## src/rtl/core/hsd_pkg.sv

```systemverilog
// Shared types and constants of the Huffman stream decoder.
`default_nettype none

package hsd_pkg;

  localparam int NODE_SLOTS_DEF  = 511;
  localparam int STACK_DEPTH_DEF = 256;

  localparam int IDX_W = 9;

  localparam logic [7:0] LEAF_MARK = 8'h31;
  localparam logic [7:0] MAX_PAD   = 8'd8;

  localparam logic [1:0] ST_SYMBOL = 2'd0;
  localparam logic [1:0] ST_END    = 2'd1;
  localparam logic [1:0] ST_ERROR  = 2'd2;

  typedef logic [IDX_W-1:0] idx_t;

  typedef struct packed {
    logic       leaf;
    logic [7:0] sym;
    idx_t       left;
    idx_t       right;
  } entry_t;

  typedef struct packed {
    logic       take_in;
    logic       hsym_wr;
    logic       stk_rd;
    logic       par_wr;
    logic       new_wr;
    logic       pad_ld;
    logic       root_rd;
    logic       root_ld;
    logic       walk_step;
    logic       push;
    logic [1:0] push_status;
    logic       fin_out;
    logic       restart;
  } cmd_t;

  typedef struct packed {
    logic fin;
    logic expect_sym;
    logic count_full;
    logic count_zero;
    logic level_zero;
    logic stack_full;
    logic is_leaf_mark;
    logic pad_bad;
    logic walk_more;
    logic walk_err;
    logic can_push;
    logic can_fin;
    logic pr_valid;
  } stat_t;

endpackage

`default_nettype wire

```

## src/rtl/core/hsd_ctrl.sv

```systemverilog
// Control state machine of the Huffman stream decoder.
`default_nettype none

module hsd_ctrl (
  input  wire logic           clk,
  input  wire logic           rst_n,
  input  wire logic           in_valid,
  output logic                in_ready,
  input  wire hsd_pkg::stat_t st,
  output hsd_pkg::cmd_t       cmd
);

  localparam logic [1:0] PH_HEADER = 2'd0;
  localparam logic [1:0] PH_PAD    = 2'd1;
  localparam logic [1:0] PH_DATA   = 2'd2;
  localparam logic [1:0] PH_ERROR  = 2'd3;

  localparam logic [3:0] S_IDLE  = 4'd0;
  localparam logic [3:0] S_HSYM  = 4'd1;
  localparam logic [3:0] S_HNODE = 4'd2;
  localparam logic [3:0] S_HPAR  = 4'd3;
  localparam logic [3:0] S_HNEW  = 4'd4;
  localparam logic [3:0] S_PAD   = 4'd5;
  localparam logic [3:0] S_ROOT  = 4'd6;
  localparam logic [3:0] S_WALK  = 4'd7;
  localparam logic [3:0] S_WERR  = 4'd8;
  localparam logic [3:0] S_WEND  = 4'd9;
  localparam logic [3:0] S_FIN   = 4'd10;

  logic [3:0] state_r, state_nxt;
  logic [1:0] phase_r, phase_nxt;

  assign in_ready = (state_r == S_IDLE);

  always_comb begin
    cmd       = '0;
    state_nxt = state_r;
    phase_nxt = phase_r;
    unique case (state_r)
      S_IDLE: begin
        if (in_valid) begin
          cmd.take_in = 1'b1;
          unique case (phase_r)
            PH_HEADER: state_nxt = st.expect_sym ? S_HSYM : S_HNODE;
            PH_PAD:    state_nxt = S_PAD;
            PH_DATA:   state_nxt = S_WALK;
            default:   state_nxt = S_FIN;
          endcase
        end
      end
      S_HSYM: begin
        cmd.hsym_wr = 1'b1;
        if (st.level_zero) begin
          phase_nxt = PH_PAD;
        end
        if (st.fin) begin
          cmd.push        = 1'b1;
          cmd.push_status = hsd_pkg::ST_ERROR;
        end
        state_nxt = S_FIN;
      end
      S_HNODE: begin
        if (st.count_full || (!st.count_zero && st.level_zero)) begin
          cmd.push        = 1'b1;
          cmd.push_status = hsd_pkg::ST_ERROR;
          phase_nxt       = PH_ERROR;
          state_nxt       = S_FIN;
        end else if (st.count_zero) begin
          state_nxt = S_HNEW;
        end else begin
          cmd.stk_rd = 1'b1;
          state_nxt  = S_HPAR;
        end
      end
      S_HPAR: begin
        cmd.par_wr = 1'b1;
        state_nxt  = S_HNEW;
      end
      S_HNEW: begin
        cmd.new_wr = 1'b1;
        if (!st.is_leaf_mark && st.stack_full) begin
          cmd.push        = 1'b1;
          cmd.push_status = hsd_pkg::ST_ERROR;
          phase_nxt       = PH_ERROR;
        end else if (st.fin) begin
          cmd.push        = 1'b1;
          cmd.push_status = hsd_pkg::ST_ERROR;
        end
        state_nxt = S_FIN;
      end
      S_PAD: begin
        if (st.pad_bad) begin
          cmd.push        = 1'b1;
          cmd.push_status = hsd_pkg::ST_ERROR;
          phase_nxt       = PH_ERROR;
          state_nxt       = S_FIN;
        end else begin
          cmd.pad_ld  = 1'b1;
          cmd.root_rd = 1'b1;
          phase_nxt   = PH_DATA;
          if (st.fin) begin
            cmd.push        = 1'b1;
            cmd.push_status = hsd_pkg::ST_END;
          end
          state_nxt = S_ROOT;
        end
      end
      S_ROOT: begin
        cmd.root_ld = 1'b1;
        state_nxt   = S_FIN;
      end
      S_WALK: begin
        if (st.can_push) begin
          cmd.walk_step = 1'b1;
          if (!st.walk_more) begin
            state_nxt = S_WEND;
          end else if (st.walk_err) begin
            state_nxt = S_WERR;
          end
        end
      end
      S_WERR: begin
        if (st.can_push) begin
          cmd.push        = 1'b1;
          cmd.push_status = hsd_pkg::ST_ERROR;
          phase_nxt       = PH_ERROR;
          state_nxt       = S_FIN;
        end
      end
      S_WEND: begin
        if (st.fin && !st.pr_valid) begin
          cmd.push        = 1'b1;
          cmd.push_status = hsd_pkg::ST_END;
        end
        state_nxt = S_FIN;
      end
      S_FIN: begin
        if (st.can_fin) begin
          cmd.fin_out = 1'b1;
          if (st.fin) begin
            cmd.restart = 1'b1;
            phase_nxt   = PH_HEADER;
          end
          state_nxt = S_IDLE;
        end
      end
      default: begin
        state_nxt = S_IDLE;
      end
    endcase
  end

  always_ff @(posedge clk) begin
    if (!rst_n) begin
      state_r <= S_IDLE;
      phase_r <= PH_HEADER;
    end else begin
      state_r <= state_nxt;
      phase_r <= phase_nxt;
    end
  end

  // Walk steps and the closing error only ever start with room for a result.
  a_walk_room: assert property (@(posedge clk) disable iff (!rst_n)
    cmd.walk_step |-> st.can_push)
    else $error("walk step without room for a result");

  // The input side is closed whenever an item is being worked on.
  a_busy_closed: assert property (@(posedge clk) disable iff (!rst_n)
    (state_r != S_IDLE) |-> !in_ready)
    else $error("input open while busy");

  // After a restart the next item is again a header item.
  a_restart_hdr: assert property (@(posedge clk) disable iff (!rst_n)
    cmd.restart |=> (phase_r == PH_HEADER))
    else $error("restart did not return to header");

endmodule

`default_nettype wire

```

## config.mk

```make
export PLATFORM = sky130hd
export DESIGN_NAME = hsd_ctrl
export DESIGN_NICKNAME = d
export VERILOG_FILES = /design/src/rtl/core/hsd_pkg.sv /design/src/rtl/core/hsd_ctrl.sv
export SDC_FILE = /design/constraint.sdc
export NUM_CORES = 1
export LEC_CHECK = 0
export BUFFER_PORTS_ARGS = -buffer_cell sky130_fd_sc_hd__buf_2
export CAP_MARGIN = 10
export CORE_MARGIN = 3
export CORE_UTILIZATION = 40
export DETAILED_ROUTE_END_ITERATION = 16
export GPL_TIMING_DRIVEN = 0
export PLACE_DENSITY = 0.79
export SYNTH_ARGS = -nofsm -noshare
export SYNTH_HDL_FRONTEND = slang
export SYNTH_SLANG_ARGS = --single-unit
```

## constraint.sdc

```tcl
create_clock -name clk -period 3 [get_ports clk]
set_clock_uncertainty 0.15 [all_clocks]
set_input_delay 0.9 -clock clk [delete_from_list [all_inputs] [get_ports clk]]
set_output_delay 0.9 -clock clk [all_outputs]
set_load 0.05 [all_outputs]
```

==> results of run 1 <==
## layout make-up
type / instances / share of cell area (%)
Sequential cell: 6 / 11.25
Clock buffer: 3 / 2.110
Inverter: 6 / 2.110
Tap cell: 25 / 2.931
Timing Repair Buffer: 32 / 17.59
Multi-Input combinational cell: 91 / 58.73
Buffer: 9 / 5.276
## routing by layer
| metal | vias up | global-route usage [%] | part of all wire, % |
|---|---|---|---|
| met4 | 0 | 5.991 | 2.0 |
| met3 | 8 | 5.638 | 5.3 |
| li1 | 486 | - | - |
| met1 | 475 | 24.86 | 40 |
| met5 | - | 0 | 0 |
| met2 | 39 | 36.30 | 52 |
## power breakdown
part / internal [W] / switching (W) / leakage [nW]
clock network: 0.0000454 / 0.0000314 / 0.0138
registers: 0.000112 / 0.0000289 / 0.0493
logic: 0.000359 / 0.000585 / 0.455
total: 0.000516 / 0.000646 / 0.518
## per-stage QoR
step	setup slack, ns	instance area [um^2]
after floorplan	-0.05406	815.8
after global placement	-0.2010	997.2
after detailed placement	-0.2143	997.2
after CTS	-0.1145	1035
after global routing	-0.1709	1067
final	-0.1073	1067
## layout by cell type (no fill, tap or decap), types with 2 or more instances in the layout
| master | Yosys | final |
|---|---|---|
| o22ai_1 | 2 | 2 |
| o32a_1 | 3 | 3 |
| nor2b_1 | 3 | 2 |
| a21oi_1 | 4 | 3 |
| clkbuf_4 | 0 | 5 |
| nand2_1 | 6 | 6 |
| a32oi_1 | 2 | 2 |
| nor2_1 | 16 | 15 |
| and2_1 | 3 | 3 |
| o21ai_0 | 5 | 5 |
| nand2b_1 | 6 | 6 |
| nor3b_1 | 2 | 2 |
| buf_4 | 1 | 3 |
| o21a_1 | 3 | 3 |
| ha_1 | 2 | 2 |
| buf_8 | 0 | 2 |
| and3_1 | 4 | 4 |
| buf_2 | 4 | 31 |
| nor3_1 | 7 | 6 |
| dfxtp_1 | 6 | 6 |
| clkbuf_2 | 0 | 2 |
| a22o_1 | 2 | 2 |
| inv_1 | 6 | 6 |
## path summary, 6_finish.rpt
check	from	end	cells after the start	slack (ns)
hold reg to reg	phase_r[0]$_SDFFE_PN0P_	phase_r[0]$_SDFFE_PN0P_	2	0.36
setup / recovery	st[5]	cmd[4]	7	-0.11
setup reg to reg	state_r[3]$_SDFFE_PN0P_	state_r[3]$_SDFFE_PN0P_	6	0.99
hold / removal	phase_r[0]$_SDFFE_PN0P_	phase_r[0]$_SDFFE_PN0P_	2	0.36
## tightest hold or removal path, stage by stage (launching register included)
cell and delay, ns:
dfxtp_1 0.33, nand3_1 0.07, o21ai_0 0.06
## cell usage after synthesis, types with 2 or more instances
library cell / instances
nor2_1: 16
nor3_1: 7
dfxtp_1: 6
inv_1: 6
nand2_1: 6
nand2b_1: 6
o21ai_0: 5
a21oi_1: 4
and3_1: 4
buf_2: 4
and2_1: 3
buf_1: 3
nor2b_1: 3
o21a_1: 3
o32a_1: 3
a22o_1: 2
a32oi_1: 2
ha_1: 2
nor3b_1: 2
o22ai_1: 2
## repair_timing
item	4_1_cts	5_1_grt
setup endpoints to repair	3	6
setup buffers	1	1
gates resized for setup	3	9
pin swaps	1	2
## state kept, by name, indices dropped and copies added (netlist names)
name / count
state_r: 4
phase_r: 2
## kinds of logic after synthesis
| logic type | count (synthesis) | synth area share (%) |
|---|---|---|
| simple gates | 55 | 38.44 |
| buf+inv | 15 | 9.250 |
| xor+xnor | 1 | 1.117 |
| mux | 1 | 1.435 |
| fa+ha+maj | 2 | 3.189 |
| compound gates | 32 | 31.26 |
| flops | 6 | 15.31 |
==> impl_metrics.csv, run 1 <==
group,metric,value,unit
route,via_count,1008,
critical_path,critical_path_required,1.95,ns
place,place_inst,167,
sta,fin_crit,3.107,ns
sta,finalCritPeriodShare,103.6,%
clock_network,cts_buffers,3,
floorplanning,num_rows,15,
sta,tns,-0.1073,ns
outcome,status,"complete, but fails checks",
worst_hold_path,hp-class,"register to register",
global_route,grt_pass1_wl,3960,um
outcome,violations,"setup timing",
critical_path,cp-start-kind,"input port",
place,gp_congestion,0.8047,
critical_path,path_common_cell,"buf_8",
synth,synth_seq_cells,6,
place,dpl.hpwl,1981,um
finish,nFillCells,168,
sta,rsz0062_at_grt,"true",
critical_path,crit_slowest_cell,"a311o_2",
sta,worst_pin_slew,0.3442,ns
route,first_pass_iters,4,
floorplanning,die_area,2529,um^2
clock_network,path_clk_slew,0.05,ns
clock_network,cts_htree_levels,1,
synth,synth_area_leaders,"dfxtp_1 (15%), nor2_1 (7.7%), nand2b_1 (4.8%)",
finish,syn_to_final_growth,36.04,%
sta,whs,0.3628,ns
floorplanning,core-area,1783,um^2
route,via_per_inst,5.860,
synth,synth_top_area_share,15.31,%
power_and_ir_drop,p_leak,0.5179,nW
synth,syn-num-nets,130,
synth,syn-cell-area,784.5,um^2
finish,fin_nets,167,
critical_path,critical_path.top_delay_family,"compound AO/OA/AOI/OAI gates",
synth,yosysSeqAreaShare,15.31,%
sta,slew_headroom,77.00,%
clock_network,cts_max_path_buffers,2,
global_route,overflow,0,
global_route,grt_max_degree,11,
synth,async_flop_share,0,%
global_route,antenna_found_initial,0,
synth,netlist_instances,112,
clock_network,cts.sinks,6,
floorplanning,die_x,50.29,um
sta,hold_viol_final,0,
sta,setup_slack,-0.1073,ns
critical_path,arrival,2.06,ns
route,drt-total-wl,2543,um
route,ant_nets,0,
floorplanning,ioPinCount,31,
finish,seqCellArea,120.1,um^2
critical_path,critPathCaptureType,"primary output",
synth,yosysUniqueCellTypes,43,
power_and_ir_drop,power,0.001161,W
synth,ys.flop_type,"dfxtp_1",
clock_network,clk_latency,0.25,ns
synth,synth_area_leader_cell,"dfxtp_1",
sta,fmax,321.8,MHz
clock_network,cts_hold_buf,0,
route,remaining_drc_errors,0,
finish,fin_cells,172,
global_route,track_usage,20.92,%
critical_path,critPathMaxFanout,3,
critical_path,path_class,"input port to primary output",
floorplanning,start_util,44.00,%
sta,final_max_slew_viol_count,0,
floorplanning,die_h,50.29,um
job,drv_cap,0,
route,wl_per_cell,14.78,um
critical_path,cp_slowest_stage_delay,0.37,ns
sta,setup_violations,1,
power_and_ir_drop,power.density,1088,nW/um^2
clock_network,cts_tree,"built",
finish,diodes,0,
synth,syn_avg_cell_area,7.004,um^2
global_route,grt_pass1_vias,881,
synth,synth_edf_count,0,
route,drt_iter0_markers,37,
clock_network,clock-root-buffer,"clkbuf_4",
critical_path,crit_chain,"buf_8 -> and4b_1 -> a21oi_2 -> nor2_1 -> a311o_2 -> a31o_4 -> buf_8",
synth,yosys_warnings,0,
critical_path,path_buf_inv,2,
power_and_ir_drop,ir_drop,482.9,uV
finish,utilization,59.86,%
place,port_buffers,30,
finish,multiInputGateArea,626.9,um^2
finish,drive_gt1_share,36.73,%
Note: power is estimated with default switching activity, not from simulation.
==> run 2: changes to the inputs <==
Settings changed: CTS_BUF_LIST set to sky130_fd_sc_hd__clkbuf_8.
==> run 2 against run 1 <==
  * The run still ends with setup timing left
  * Via count fell by 2.1%
  * Clock power rose by 58%
  * Global-route usage fell by 0.19 points
  * Critical path depth did not move
  * First-iteration DRC count rose by 2.7%
  * Flip-flop and latch count did not move
  * Combinational power fell by 0.5%
  * Sequential share of layout area fell by 0.17 points
  * Fmax barely moved
  * Die area did not move
==> impl_metrics.csv, run 2 (synthesis results as in run 1) <==
group,metric,value,unit
critical_path,cp-start-kind,"input port",
critical_path,crit_start,"st[5]",
route,ant_nets,0,
route,drt_iter0_markers,38,
sta,tns,-0.1045,ns
power_and_ir_drop,power.density,1109,nW/um^2
floorplanning,die_h,50.29,um
place,dpl.hpwl,1981,um
critical_path,critPathCaptureType,"primary output",
clock_network,path_clk_slew,0.04,ns
floorplanning,num_rows,15,
critical_path,reg2reg_from,"state_r[3]$_SDFFE_PN0P_",
clock_network,cts.sinks,6,
critical_path,crit_chain,"buf_8 -> and4b_1 -> a21oi_2 -> nor2_1 -> a311o_2 -> a31o_4 -> buf_8",
floorplanning,start_util,44.00,%
sta,rsz0062_at_grt,"true",
route,first_pass_iters,4,
critical_path,critical_path.top_delay_family,"compound AO/OA/AOI/OAI gates",
global_route,overflow,0,
finish,nFillCells,160,
outcome,status,"complete, but fails checks",
finish,largest_reg_flops,4,
clock_network,clk_latency,0.22,ns
clock_network,cts_htree_levels,1,
sta,worst_pin_slew,0.3391,ns
critical_path,crit_slowest_cell,"a311o_2",
critical_path,rrSetupSlack,1.00,ns
sta,setup_slack,-0.1045,ns
critical_path,crit_cells,7,
finish,final_cell_area,1084,um^2
global_route,grt_max_degree,11,
clock_network,cts_tree,"built",
power_and_ir_drop,ir_drop,519.7,uV
critical_path,critPathMaxFanout,3,
global_route,grt_pass1_wl,3953,um
sta,finalCritPeriodShare,103.5,%
place,gp_congestion,0.8047,
sta,hold_viol_final,0,
finish,fin_nets,167,
sta,slew_headroom,77.35,%
sta,fin_crit,3.104,ns
clock_network,cts_buffers,3,
route,wl_per_cell,14.78,um
critical_path,path_common_cell,"buf_8",
critical_path,crit_end,"cmd[4]",
sta,setup_violations,1,
outcome,violations,"setup timing",
power_and_ir_drop,p_leak,0.5257,nW
critical_path,critical_path_required,1.95,ns
finish,utilization,60.77,%
critical_path,arrival,2.05,ns
clock_network,cts_max_path_buffers,2,
finish,reg_top3,"state_r x4, phase_r x2",
critical_path,cp_slowest_stage_delay,0.37,ns
job,drv_cap,0,
global_route,grt_pass1_vias,886,
finish,final_cell_mix,"buf_2 (31), nor2_1 (15)",
route,via_per_inst,5.738,
floorplanning,ioPinCount,31,
place,port_buffers,30,
finish,drive_gt1_share,36.73,%
clock_network,clock-root-buffer,"clkbuf_8",
sta,fmax,322.1,MHz
worst_hold_path,hp-class,"register to register",
route,via_count,987,
critical_path,path_buf_inv,2,
finish,layout_commonest_cell,"buf_2",
floorplanning,core-area,1783,um^2
global_route,antenna_found_initial,0,
finish,diodes,0,
place,dpl_cell_area,997.2,um^2
route,drt-total-wl,2542,um
critical_path,worstReg2RegEnd,"state_r[3]$_SDFFE_PN0P_",
sta,final_max_slew_viol_count,0,
finish,syn_to_final_growth,38.12,%
floorplanning,die_x,50.29,um
critical_path,path_class,"input port to primary output",
floorplanning,die_area,2529,um^2
global_route,track_usage,20.73,%
route,remaining_drc_errors,0,
finish,regMostFlops,"state_r",
critical_path,ff2ff_path_depth,6,
run 2: cell types whose count changed in the layout (fill, tap and decap cells not counted):
cell	previous run	this run
clkbuf_2	2	3
clkbuf_4	5	1
clkbuf_8	0	3
run 2: worst min path at each step:
stage | startpoint | slack (ns) | endpoint | cells after the start
5_1_grt | phase_r[0]$_SDFFE_PN0P_ | 0.41 | phase_r[0]$_SDFFE_PN0P_ | 2
6_report | phase_r[0]$_SDFFE_PN0P_ | 0.37 | phase_r[0]$_SDFFE_PN0P_ | 2
2_1_floorplan | phase_r[0]$_SDFFE_PN0P_ | 0.33 | phase_r[0]$_SDFFE_PN0P_ | 2
3_5_place_dp | phase_r[0]$_SDFFE_PN0P_ | 0.36 | phase_r[0]$_SDFFE_PN0P_ | 2
3_3_place_gp | phase_r[0]$_SDFFE_PN0P_ | 0.35 | phase_r[0]$_SDFFE_PN0P_ | 2
4_1_cts | phase_r[0]$_SDFFE_PN0P_ | 0.37 | phase_r[0]$_SDFFE_PN0P_ | 2
run 2: metrics by stage:
stage               total power, W  instances  worst slack, ns  hold slack [ns]
floorplan                0.0008502        112         -0.05406           0.3294
global placement          0.001005        167          -0.2010           0.3502
detailed placement        0.001033        167          -0.2143           0.3642
CTS                       0.001176        171          -0.1145           0.3690
global route              0.001288        172          -0.1709           0.4098
finish                    0.001201        172          -0.1045           0.3651
run 2: final cells by class:
cell class / count / area (um^2) / area share (%)
multi-input combinational: 91 / 626.9 / 57.85
timing repair buffer: 32 / 185.2 / 17.09
sequential: 6 / 120.1 / 11.09
buffer: 9 / 56.30 / 5.196
clock buffer: 3 / 41.29 / 3.811
tap: 25 / 31.28 / 2.887
inverter: 6 / 22.52 / 2.079
run 2: tightest hold or removal path, delay by kind of cell (launching register included):
kind	cells	cell delay, ns
flip-flops	1	0.33
AND/OR/NAND/NOR	1	0.07
AO/OA/AOI/OAI	1	0.06
run 2: repair_timing:
item	4_1_cts	5_1_grt
gates resized for setup	2	9
hold buffers	0	0
cloned	0	0
pin swaps	1	2
setup endpoints to repair	2	5
setup buffers	1	1
run 2: metal layers:
metal | global-route usage (%) | vias to the layer above | wire, um
met2 | 36.30 | 40 | 1330
li1 | - | 484 | -
met4 | 5.991 | 0 | 34
met5 | 0 | - | 0
met1 | 24.86 | 459 | 1002
met3 | 4.748 | 4 | 174
run 2: power breakdown:
group          leakage [nW]  internal [W]  switching, W
sequential           0.0493      0.000112     0.0000283
combinational         0.455      0.000358      0.000581
clock                0.0216     0.0000862     0.0000353
total                 0.526      0.000556      0.000645
